--- src/sv/mcft_pkg.sv ---
// Shared types, codes and the key transposition function of the chord-follow transposer.
package mcft_pkg;

  localparam int CHANNELS = 16;
  localparam int CH_W     = $clog2(CHANNELS);

  localparam logic [7:0] NOTE_ON  = 8'd144;
  localparam logic [7:0] NOTE_OFF = 8'd128;
  localparam logic [CH_W-1:0] DRUM_CH_A = CH_W'(9);
  localparam logic [CH_W-1:0] DRUM_CH_B = CH_W'(10);
  localparam logic signed [3:0] ROOT_KEEP = -4'sd6;

  typedef enum logic [1:0] {
    CMD_EVENT = 2'd0,
    CMD_CHORD = 2'd1,
    CMD_TICK  = 2'd2,
    CMD_CLEAR = 2'd3
  } cmd_t;

  typedef enum logic [1:0] {
    KIND_FWD    = 2'd0,
    KIND_OFF    = 2'd1,
    KIND_RESEND = 2'd2
  } kind_t;

  typedef struct packed {
    logic [1:0]        command;
    logic [CH_W-1:0]   in_channel;
    logic [7:0]        in_type;
    logic [6:0]        in_data1;
    logic [6:0]        in_data2;
    logic signed [3:0] chord_root;
    logic              chord_minor;
  } req_t;

  typedef struct packed {
    logic [1:0]      out_kind;
    logic [CH_W-1:0] out_channel;
    logic [7:0]      out_type;
    logic [6:0]      out_data1;
    logic [6:0]      out_data2;
    logic            out_last;
  } rsp_t;

  // one held-note entry: key and velocity
  typedef struct packed {
    logic [6:0] key;
    logic [6:0] vel;
  } held_t;

  typedef struct packed {
    logic            we;
    logic [CH_W-1:0] waddr;
    held_t           wdata;
    logic            re;
    logic [CH_W-1:0] raddr;
  } ram_ctl_t;

  // key + root + degree fix-up, clamped to 0..127
  function automatic logic [6:0] transpose(input logic [6:0] key,
                                           input logic signed [3:0] root,
                                           input logic chord_minor,
                                           input logic style_minor);
    logic [12:0]       prod;
    logic [3:0]        quot;
    logic [6:0]        deg;
    logic signed [8:0] adj;
    logic signed [8:0] sum;
    logic [6:0]        res;
    // key / 12 as (key * 43) >> 9, exact for 7-bit keys
    prod = 13'(key) * 13'd43;
    quot = prod[12:9];
    deg  = key - 7'(quot) * 7'd12;
    adj  = 9'sd0;
    if (!style_minor && chord_minor) begin
      if (deg == 7'd4 || deg == 7'd9 || deg == 7'd11) adj = -9'sd1;
    end else if (style_minor && !chord_minor) begin
      if (deg == 7'd3 || deg == 7'd8 || deg == 7'd10) adj = 9'sd1;
    end
    sum = $signed({2'b00, key}) + 9'(root) + adj;
    if (sum < 0)            res = 7'd0;
    else if (sum > 9'sd127) res = 7'd127;
    else                    res = sum[6:0];
    return res;
  endfunction

endpackage

--- src/sv/midi_chord_follow_transposer_unit.sv ---
// Top level of the chord-follow MIDI transposer: control sequencer and config port.
// An event's result is valid the cycle after its request is taken.
// Tick with a change pending: all-notes-off the cycle after the request, then each held
// note is re-sent in turn (result drain, memory read, output load).
// One request at a time; the next is taken once the last result has been taken.
// Reset (rst, synchronous): no held notes, root 0, major chord, no change pending.
module midi_chord_follow_transposer_unit (
  input  logic             clk,
  input  logic             rst,
  // request channel
  input  logic             req_valid,
  output logic             req_ready,
  input  mcft_pkg::req_t   req,
  // result channel
  output logic             rsp_valid,
  input  logic             rsp_ready,
  output mcft_pkg::rsp_t   rsp,
  // config port
  input  logic             psel,
  input  logic             penable,
  input  logic             pwrite,
  input  logic [1:0]       paddr,
  input  logic [31:0]      pwdata,
  output logic [31:0]      prdata,
  output logic             pready
);

  typedef enum logic [2:0] {
    ST_IDLE = 3'b001,  // waiting for a request
    ST_SCAN = 3'b010,  // pick the next held channel, start its read
    ST_RD   = 3'b100   // read data back, load the result register
  } state_t;

  localparam int CH = mcft_pkg::CHANNELS;
  localparam int CW = mcft_pkg::CH_W;

  state_t state, state_next;

  // config and chord state
  logic              style_minor;
  logic signed [3:0] cur_root;
  logic              cur_minor;
  logic              pending;

  // per-channel held flags live in flops; key/velocity in the memory
  logic [CH-1:0] held_valid;
  logic [CH-1:0] rem;       // channels still to re-send on this tick
  logic [CW-1:0] rd_ch;     // channel whose read is in flight

  mcft_pkg::ram_ctl_t ram_ctl;
  mcft_pkg::held_t    ram_rdata;

  logic          accept;
  logic          tracked;
  logic          is_note;
  logic [CW-1:0] pick;
  logic [CH-1:0] pick_mask;

  // APB: a single register, every word address maps onto it
  assign pready = 1'b1;
  assign prdata = {31'd0, style_minor};

  always_ff @(posedge clk) begin
    if (rst) begin
      style_minor <= 1'b0;
    end else if (psel && penable && pwrite) begin
      style_minor <= pwdata[0];
    end
  end

  assign req_ready = (state == ST_IDLE) && !rsp_valid;
  assign accept    = req_valid && req_ready;

  assign tracked = (req.in_channel != mcft_pkg::DRUM_CH_A) &&
                   (req.in_channel != mcft_pkg::DRUM_CH_B);
  assign is_note = (req.in_type == mcft_pkg::NOTE_ON) ||
                   (req.in_type == mcft_pkg::NOTE_OFF);

  // lowest pending channel; 16-wide priority pick
  always_comb begin
    pick = '0;
    for (int i = CH - 1; i >= 0; i--) begin
      if (rem[i]) pick = CW'(i);
    end
    pick_mask = '0;
    pick_mask[pick] = 1'b1;
  end

  // memory control: writes only from IDLE, reads only from SCAN, never overlap
  always_comb begin
    ram_ctl       = '0;
    ram_ctl.waddr = req.in_channel;
    ram_ctl.wdata = '{key: req.in_data1, vel: req.in_data2};
    ram_ctl.raddr = pick;
    ram_ctl.we    = accept && (mcft_pkg::cmd_t'(req.command) == mcft_pkg::CMD_EVENT) &&
                    tracked && (req.in_type == mcft_pkg::NOTE_ON);
    ram_ctl.re    = (state == ST_SCAN) && !rsp_valid;
  end

  mcft_held_ram u_ram (
    .clk   (clk),
    .ctl   (ram_ctl),
    .rdata (ram_rdata)
  );

  // sequencer
  always_comb begin
    state_next = state;
    unique case (state)
      ST_IDLE: begin
        if (accept && (mcft_pkg::cmd_t'(req.command) == mcft_pkg::CMD_TICK) &&
            pending && (held_valid != '0)) begin
          state_next = ST_SCAN;
        end
      end
      ST_SCAN: begin
        if (!rsp_valid) state_next = ST_RD;
      end
      ST_RD: begin
        state_next = (rem != '0) ? ST_SCAN : ST_IDLE;
      end
      default: state_next = ST_IDLE;
    endcase
  end

  always_ff @(posedge clk) begin
    if (rst) begin
      state      <= ST_IDLE;
      cur_root   <= 4'sd0;
      cur_minor  <= 1'b0;
      pending    <= 1'b0;
      held_valid <= '0;
      rem        <= '0;
      rsp_valid  <= 1'b0;
    end else begin
      state <= state_next;
      if (rsp_valid && rsp_ready) rsp_valid <= 1'b0;

      if (accept) begin
        unique case (mcft_pkg::cmd_t'(req.command))
          mcft_pkg::CMD_EVENT: begin
            if (tracked && req.in_type == mcft_pkg::NOTE_ON) begin
              held_valid[req.in_channel] <= 1'b1;
            end else if (tracked && req.in_type == mcft_pkg::NOTE_OFF) begin
              held_valid[req.in_channel] <= 1'b0;
            end
            rsp_valid <= 1'b1;
          end
          mcft_pkg::CMD_CHORD: begin
            // root of -6 means keep the current chord
            if (req.chord_root != mcft_pkg::ROOT_KEEP) begin
              cur_root  <= req.chord_root;
              cur_minor <= req.chord_minor;
              pending   <= 1'b1;
            end
          end
          mcft_pkg::CMD_TICK: begin
            if (pending) begin
              pending   <= 1'b0;
              rem       <= held_valid;
              rsp_valid <= 1'b1;
            end
          end
          mcft_pkg::CMD_CLEAR: begin
            held_valid <= '0;
            rsp_valid  <= 1'b1;
          end
          default: ;
        endcase
      end

      if (state == ST_SCAN && !rsp_valid) begin
        rem <= rem & ~pick_mask;
      end
      if (state == ST_RD) begin
        rsp_valid <= 1'b1;
      end
    end
  end

  // result payload and read bookkeeping
  always_ff @(posedge clk) begin
    if (state == ST_SCAN && !rsp_valid) begin
      rd_ch <= pick;
    end
    if (accept) begin
      if (mcft_pkg::cmd_t'(req.command) == mcft_pkg::CMD_EVENT) begin
        rsp.out_kind    <= mcft_pkg::KIND_FWD;
        rsp.out_channel <= req.in_channel;
        rsp.out_type    <= req.in_type;
        rsp.out_data1   <= (is_note && tracked) ?
                           mcft_pkg::transpose(req.in_data1, cur_root, cur_minor,
                                               style_minor) : req.in_data1;
        rsp.out_data2   <= req.in_data2;
        rsp.out_last    <= 1'b1;
      end else begin
        // all-notes-off; last unless a tick has notes to re-send
        rsp.out_kind    <= mcft_pkg::KIND_OFF;
        rsp.out_channel <= '0;
        rsp.out_type    <= '0;
        rsp.out_data1   <= '0;
        rsp.out_data2   <= '0;
        rsp.out_last    <= (mcft_pkg::cmd_t'(req.command) == mcft_pkg::CMD_CLEAR) ||
                           (held_valid == '0);
      end
    end else if (state == ST_RD) begin
      rsp.out_kind    <= mcft_pkg::KIND_RESEND;
      rsp.out_channel <= rd_ch;
      rsp.out_type    <= mcft_pkg::NOTE_ON;
      rsp.out_data1   <= mcft_pkg::transpose(ram_rdata.key, cur_root, cur_minor,
                                             style_minor);
      rsp.out_data2   <= ram_rdata.vel;
      rsp.out_last    <= (rem == '0);
    end
  end

  // checks
  a_drum_untracked: assert property (@(posedge clk) disable iff (rst)
    !held_valid[mcft_pkg::DRUM_CH_A] && !held_valid[mcft_pkg::DRUM_CH_B])
    else $error("drum channel marked as held");

  a_read_then_load: assert property (@(posedge clk) disable iff (rst)
    ram_ctl.re |=> (state == ST_RD) && !rsp_valid)
    else $error("memory read not followed by result load");

  a_last_ends_request: assert property (@(posedge clk) disable iff (rst)
    (rsp_valid && rsp_ready && rsp.out_last) |=> (state == ST_IDLE))
    else $error("last result taken while sequence still active");

  a_resend_note_on: assert property (@(posedge clk) disable iff (rst)
    (rsp_valid && rsp.out_kind == mcft_pkg::KIND_RESEND) |->
      (rsp.out_type == mcft_pkg::NOTE_ON))
    else $error("re-sent note is not a note on");

endmodule

--- src/sv/mcft_held_ram.sv ---
// Held-note memory: one write port, one registered read port.
module mcft_held_ram (
  input  logic              clk,
  input  mcft_pkg::ram_ctl_t ctl,
  output mcft_pkg::held_t   rdata
);

  mcft_pkg::held_t mem [mcft_pkg::CHANNELS];

  always_ff @(posedge clk) begin
    if (ctl.we) begin
      mem[ctl.waddr] <= ctl.wdata;
    end
    if (ctl.re) begin
      rdata <= mem[ctl.raddr];
    end
  end

endmodule

--- config.mk ---
export PLATFORM = sky130hd
export DESIGN_NAME = midi_chord_follow_transposer_unit
export DESIGN_NICKNAME = d
export VERILOG_FILES = /design/src/sv/mcft_pkg.sv /design/src/sv/midi_chord_follow_transposer_unit.sv /design/src/sv/mcft_held_ram.sv
export SDC_FILE = /design/constraint.sdc
export NUM_CORES = 1
export LEC_CHECK = 0
export BUFFER_PORTS_ARGS = -buffer_cell sky130_fd_sc_hd__buf_4
export CAP_MARGIN = 20
export CORE_ASPECT_RATIO = 2
export CORE_MARGIN = 2
export CORE_UTILIZATION = 30
export CTS_CLUSTER_SIZE = 28
export DETAILED_ROUTE_END_ITERATION = 10
export GPL_ROUTABILITY_DRIVEN = 0
export SYNTH_ARGS = -nofsm -noshare
export SYNTH_HDL_FRONTEND = slang
export SYNTH_HIERARCHICAL = 1
export SYNTH_SLANG_ARGS = --single-unit
--- constraint.sdc ---
create_clock -name clk -period 12.3 [get_ports clk]
set_input_delay 2.46 -clock clk [delete_from_list [all_inputs] [get_ports clk]]
set_output_delay 2.46 -clock clk [all_outputs]
set_load 0.03 [all_outputs]
* After elaboration in Yosys (flattened, before gate mapping)
Memory sizes are Yosys's and may differ from the RTL's. A register that Yosys moved wholly into a read port is not among the register bits.
Cells that the tools add are included.
** Word-level totals
- Word-level logic and storage cells :: 176
- Memories kept :: 1
- RAM bits :: 224
- Bits in registers :: 76
- Output and inout bits :: 64
** Memories
- u_ram.mem :: words 16, width 14, rd ports 1, clocked after memory_dff 1, write ports 1, line mcft_held_ram.sv:8 : mcft_pkg::held_t mem [mcft_pkg::CHANNELS];
** Cells by class
- Equality and inequality tests :: 27
- Add/sub/neg operators :: 6
- Reduce and logical (&&, ||, !) cells :: 50
- Multiply operators :: 4
- Bitwise logic cells :: 5
- $lt $le $gt $ge :: 8
- Mux-type cells :: 60
** Operator list (count)
- $mux W16 :: 6
- $mux W9 :: 8
- $mux W4 :: 16
- $mux W29 :: 2
- $eq A7 B4 Y1 const B :: 8
- $mux W7 :: 5
- $and A16 B16 Y16 :: 2
- $logic_not A16 Y1 :: 2
- $not A16 Y16 :: 2
- $pmux W16 S2 :: 1
- $reduce_bool A16 Y1 :: 2
- $mux W28 :: 1
- $mul A7 B6 Y13 const B :: 2
- $logic_and A1 B1 Y1 :: 20
- $add A8 B4 Y9 :: 2
- $add A9 B9 Y9 :: 2
- $gt A9 B8 Y1 const B :: 2
- $lt A9 B1 Y1 const B :: 2
- $eq A8 B8 Y1 const B :: 2
- $or A16 B16 Y16 :: 1
- $eq A7 B2 Y1 const B :: 2
- $eq A7 B3 Y1 const B :: 2
- $sub A7 B7 Y7 :: 2
- $mux W1 :: 13
- other kinds (24) :: 53

* Logic depth before layout (Yosys ltp)
- Depth after elaboration :: 23
- Gate-level depth with buffers :: 34

* By module
Netlist, hierarchy kept.
** By module, submodules not included
- mcft_held_ram :: area an instance 8903.5 µm², seq. area each 7146.9 µm², times used 1, cells an instance 379
- midi_chord_follow_transposer_unit :: area an instance 6956.7 µm², seq. area each 1851.8 µm², times used 1, cells an instance 782

* Worst setup path after synthesis
OpenSTA, ideal clock, no wires.
- Kind :: input to register
- From :: input req[14] in the netlist's numbering
- To :: register rsp[12] in the netlist's numbering (data pin)
- Stages :: 32
- Path slack :: 2.703 ns
- Arrival time :: 9.334 ns
- Path through :: ha_1 -> fa_1 -> inv_1 -> fa_1 -> inv_1 -> ha_1 -> a21oi_1 -> o21ai_1 -> a21oi_1 -> o21ai_0 -> xor2_1 -> xor2_1 -> ha_1 -> inv_1 -> ha_1 -> nor2b_1 -> o21a_1 -> nor2_1 -> xnor2_1 -> xnor3_1 -> or2_1 -> fa_1 -> inv_1 -> ha_1 -> fa_1 -> a21o_1 -> a21o_1 -> a311o_1 -> a31o_2 -> a31oi_1 -> a21boi_0 -> o21ai_0
** On the way
- Word-level cells in the longest chain between the ends :: 18
- Elaborated cells on any way between the ends :: 28
** Ends and longest elaborated chain
- from (decl) :: line midi_chord_follow_transposer_unit.sv:13 : input mcft_pkg::req_t req,
- $mul A7 B6 Y13 :: line mcft_pkg.sv:71 : prod = 13'(key) * 13'd43;
- $mul A4 B2 Y5 :: line mcft_pkg.sv:73 : deg = key - 7'(quot) * 7'd12;
- $sub A7 B7 Y7 :: line mcft_pkg.sv:73
- $eq A7 B2 Y1 / $eq A7 B4 Y1 (equally long branches) :: line mcft_pkg.sv:78 : if (deg == 7'd3 || deg == 7'd8 || deg == 7'd10) adj = 9'sd1;
- $logic_or A1 B1 Y1 (2 in a row) :: line mcft_pkg.sv:78
- $mux W1 :: line mcft_pkg.sv:78
- $mux W1 :: line mcft_pkg.sv:77 : end else if (style_minor && !chord_minor) begin
- $mux W9 :: line mcft_pkg.sv:75 : if (!style_minor && chord_minor) begin
- $mux W9 :: line midi_chord_follow_transposer_unit.sv:187 : if (mcft_pkg::cmd_t'(req.command) == mcft_pkg::CMD_EVENT) begin
- $mux W9 :: line midi_chord_follow_transposer_unit.sv:186 : if (accept) begin
- $add A9 B9 Y9 * :: line mcft_pkg.sv:80 : sum = $signed({2'b00, key}) + 9'(root) + adj;
- $gt A9 B8 Y1 :: line mcft_pkg.sv:82 : else if (sum > 9'sd127) res = 7'd127;
- $mux W7 :: line mcft_pkg.sv:82
- $mux W7 * :: line mcft_pkg.sv:81 : if (sum < 0) res = 7'd0;
- $mux W7 * :: line midi_chord_follow_transposer_unit.sv:191 : rsp.out_data1 <= (is_note && tracked) ?
- $mux W28 * :: line midi_chord_follow_transposer_unit.sv:187
- $mux W29 * :: line midi_chord_follow_transposer_unit.sv:186
- to (decl) :: line midi_chord_follow_transposer_unit.sv:17 : output mcft_pkg::rsp_t rsp,
Mark *: on every way between the ends. The rest lies on a longest branch, timed or not. The select of a mux whose other input is x is not followed.
A chain may end at the register's enable or synchronous reset.

* Final worst setup path
Ends and elaborated chain as after synthesis.

==> metrics <==
CTS tree=built; CP Launch Type=primary input; post-synth cell types=67; vias in the first global route=10100; die area=0.0548 mm²; Ports=138; wire length per cell=19.3 µm; maximum clock rate=99.4 MHz; number of fill cells in the layout=5083; CP Capture Type=register; Min-Delay Path Depth=2; clk root buf=clkbuf_16; Synth Area per Inst=13.7 µm²; Post-synth EDFFs=271; # clock sinks=314; Overflow after GRT=0; RSZ-0062 raised after global routing=no; proportion of layout cells with a drive suffix above 1=approximately 17%; critical path peak fanout=23; flop-to-flop setup slack=4080 ps; aggregate global-route resource usage=a little over an eighth; Num CTS Buffers=25; Slew headroom=around a quarter; PD cells=around 130 mW/mm²; Static Leak=0.00646 µW; Area Growth Syn to Fin=12.4%; worst stage delay on the critical path=540 ps; register area share after synthesis=56.7%; Post-CTS Hold Fix Bufs=0; fin. max-slew vios=0; setup_tns=0 ps; Hold Path Origin=held_valid[10]; max cap viols=0; DRT antenna net count=0; starting density of the core=between 30% and 40%; largest area contributor in the synthesized netlist=edfxtp_1; Via density=5.06; Final Hold Fails=0; DRC errors left=0; worst hold path class=reg2reg; CP Buf/Inv Count=5; Core Box Area=0.0524 mm²; largest net degree at the start of global routing=between 60 and 70; Ys Warns=6; worst path required time=12560 ps; Site Rows=119; clk_lat worst skew=540 ps; width of the die=between 150 and 200 µm; post-route minimum period=between 10000 and 15000 ps; Max VDD drop=0.000105 V; cells on worst reg2reg path=32; synth top area cells=edfxtp_1 51%, mux4_2 8.0%, ha_1 7.3%; NumNets Final=between 1000 and 1500; R2R Path End=rsp[14]; H-tree levels=1; Synth Instances=about 1200; hold_ws=452 ps; TritonRoute pass-1 iters=5; cell at the slowest stage of the critical path=fa_1; Post-CTS Setup Repair Bufs=0; Clock Pin Slew Worst Setup and Hold Paths=~70 ps; most frequent CP cell=ha_1; Post-CTS Resized=0; Routed WL=36900 µm; R2R Path Start=u_ram/rdata[10]; post-synthesis sequential element count=314; Worst Path Arrival=between 10000 and 15000 ps; mapped cell area=0.0159 mm²; buffers added on ports=72; post-DP HPWL=26200 µm; crit share post-route=around 82%; first-pass GRT wire length=between 50000 and 60000 µm; Yosys top cell area share=51.3%; # setup viols final=0; critical path's top delay family=adder cells; Iteration-0 DRC Markers=540; deepest clock path buffer count=3; total number of vias=about 9700; Slew @ Worst Pin=1120 ps; initial antenna violation count=1; status=finished, final reports clean; CP Class=in2reg; Die Y=329 µm; top_reg_cell synth=edfxtp_1; Hold Path Sink=held_valid[10]; skew final=16.5 ps; Async SR Flop Fraction=0%
-- cells in the final DEF (no fill, tap or decap), types with 6 or more instances in the layout --
| cell type | netlist | layout |
|---|---|---|
| a21o_1 | 11 | 11 |
| xnor2_1 | 14 | 14 |
| nor2_2 | 2 | 14 |
| a31oi_1 | 11 | 11 |
| a21oi_1 | 54 | 54 |
| nand3_1 | 23 | 23 |
| mux2i_1 | 9 | 9 |
| a21boi_0 | 6 | 6 |
| nor2b_1 | 11 | 11 |
| clkbuf_16 | 0 | 25 |
| nor4_1 | 8 | 8 |
| fa_1 | 33 | 33 |
| nand2_1 | 87 | 87 |
| xor2_1 | 14 | 14 |
| o21ai_0 | 29 | 29 |
| a22oi_1 | 29 | 29 |
| clkbuf_1 | 17 | 6 |
| ha_1 | 93 | 93 |
| nand2b_1 | 11 | 11 |
| conb_1 | 2 | 32 |
| buf_4 | 35 | 81 |
| mux4_2 | 56 | 56 |
| inv_1 | 75 | 74 |
| nor2_1 | 66 | 54 |
| edfxtp_1 | 271 | 271 |
| a311oi_1 | 6 | 6 |
| and3_1 | 8 | 8 |
| a221oi_1 | 10 | 10 |
| dfxtp_1 | 43 | 43 |
| and2_1 | 13 | 13 |
| nor3_1 | 22 | 17 |
| a211oi_1 | 6 | 6 |
-- where the power goes --
part	switching, µW	internal, µW
sequential	9.51	1170
combinational	236	152
clock	374	422
total	620	1750
-- per-layer routing --
layer,vias to the layer above,part of all wire (%),GRT usage (%)
met3,83,4.1,1.59
met4,0,3.7,6.02
met2,270,57,27.1
met5,-,0,0
met1,4866,35,13.3
li1,4448,-,-
-- worst min-delay path: stages (launching register included) --
cell	delay (ps)
dfxtp_1	330
inv_1	50
nor2_1	30
-- Yosys cell counts, types with 14 or more instances --
master,instances
nand3_1,23
xnor2_1,14
edfxtp_1,271
a21oi_1,54
nor3_1,22
ha_1,93
inv_1,75
fa_1,33
o21ai_0,29
dfxtp_1,43
nor2_1,66
mux4_2,56
clkbuf_1,17
buf_4,35
nand2_1,87
a22oi_1,29
xor2_1,14
-- worst max-delay path by stage --
stage	cells after the start	startpoint	slack, ps	endpoint
CTS	33	req[14]	2280	rsp[13]
finish	33	req[14]	2240	rsp[12]
global route	33	req[14]	1860	rsp[12]
global placement	33	req[14]	1910	rsp[13]
floorplan	32	req[14]	2700	rsp[12]
detailed placement	33	req[14]	1710	rsp[13]
-- layout make-up --
| type | count | area, µm² | share of cell area (%) |
|---|---|---|---|
| multi-input combinational | 730 | 6310 | 35.4 |
| timing repair buffer | 81 | 608 | 3.41 |
| inverter | 76 | 287 | 1.61 |
| antenna | 1 | 2.50 | 0.0140 |
| sequential | 314 | 9000 | 50.5 |
| clock inverter | 14 | 143 | 0.800 |
| tap | 665 | 832 | 4.67 |
| clock buffer | 31 | 648 | 3.64 |
-- kinds of logic (layout without fill, tap and decap cells) --
kind of cell / count (synthesis) / count (layout) / synth area share, %
flip-flops: 314 / 314 / 56.7
AND/OR/NAND/NOR: 276 / 276 / 8.33
AO/OA/AOI/OAI: 200 / 200 / 8.33
buffers and inverters: 147 / 202 / 4.64
adder cells (fa/ha/maj): 127 / 127 / 11.6
multiplexers: 66 / 66 / 8.66
XOR/XNOR: 29 / 29 / 1.69
other: 2 / 33 / 0.0474
-- through the flow --
stage / utilization (%) / worst slack (ps) / cells / cell area [µm²] / total power, µW
after floorplan: - / 2700 / 1191 / 16000 / 1490
after global placement: 32.5 / 1910 / 1866 / 17000 / 1590
after detailed placement: 32.5 / 1710 / 1866 / 17000 / 1600
after CTS: 34.0 / 2280 / 1911 / 17800 / 2390
after global routing: 34.0 / 1860 / 1912 / 17800 / 2460
final: 34.0 / 2240 / 1912 / 17800 / 2370
-- registers in the layout, indices dropped and copies added (netlist names), 3 cells and up --
signal	cells
rem	16
rd_ch	4
rsp	29
u_ram/rdata	14
state	3
held_valid	16
u_ram/mem	224
cur_root	4
No activity file was read; power rests on OpenSTA's default activity.
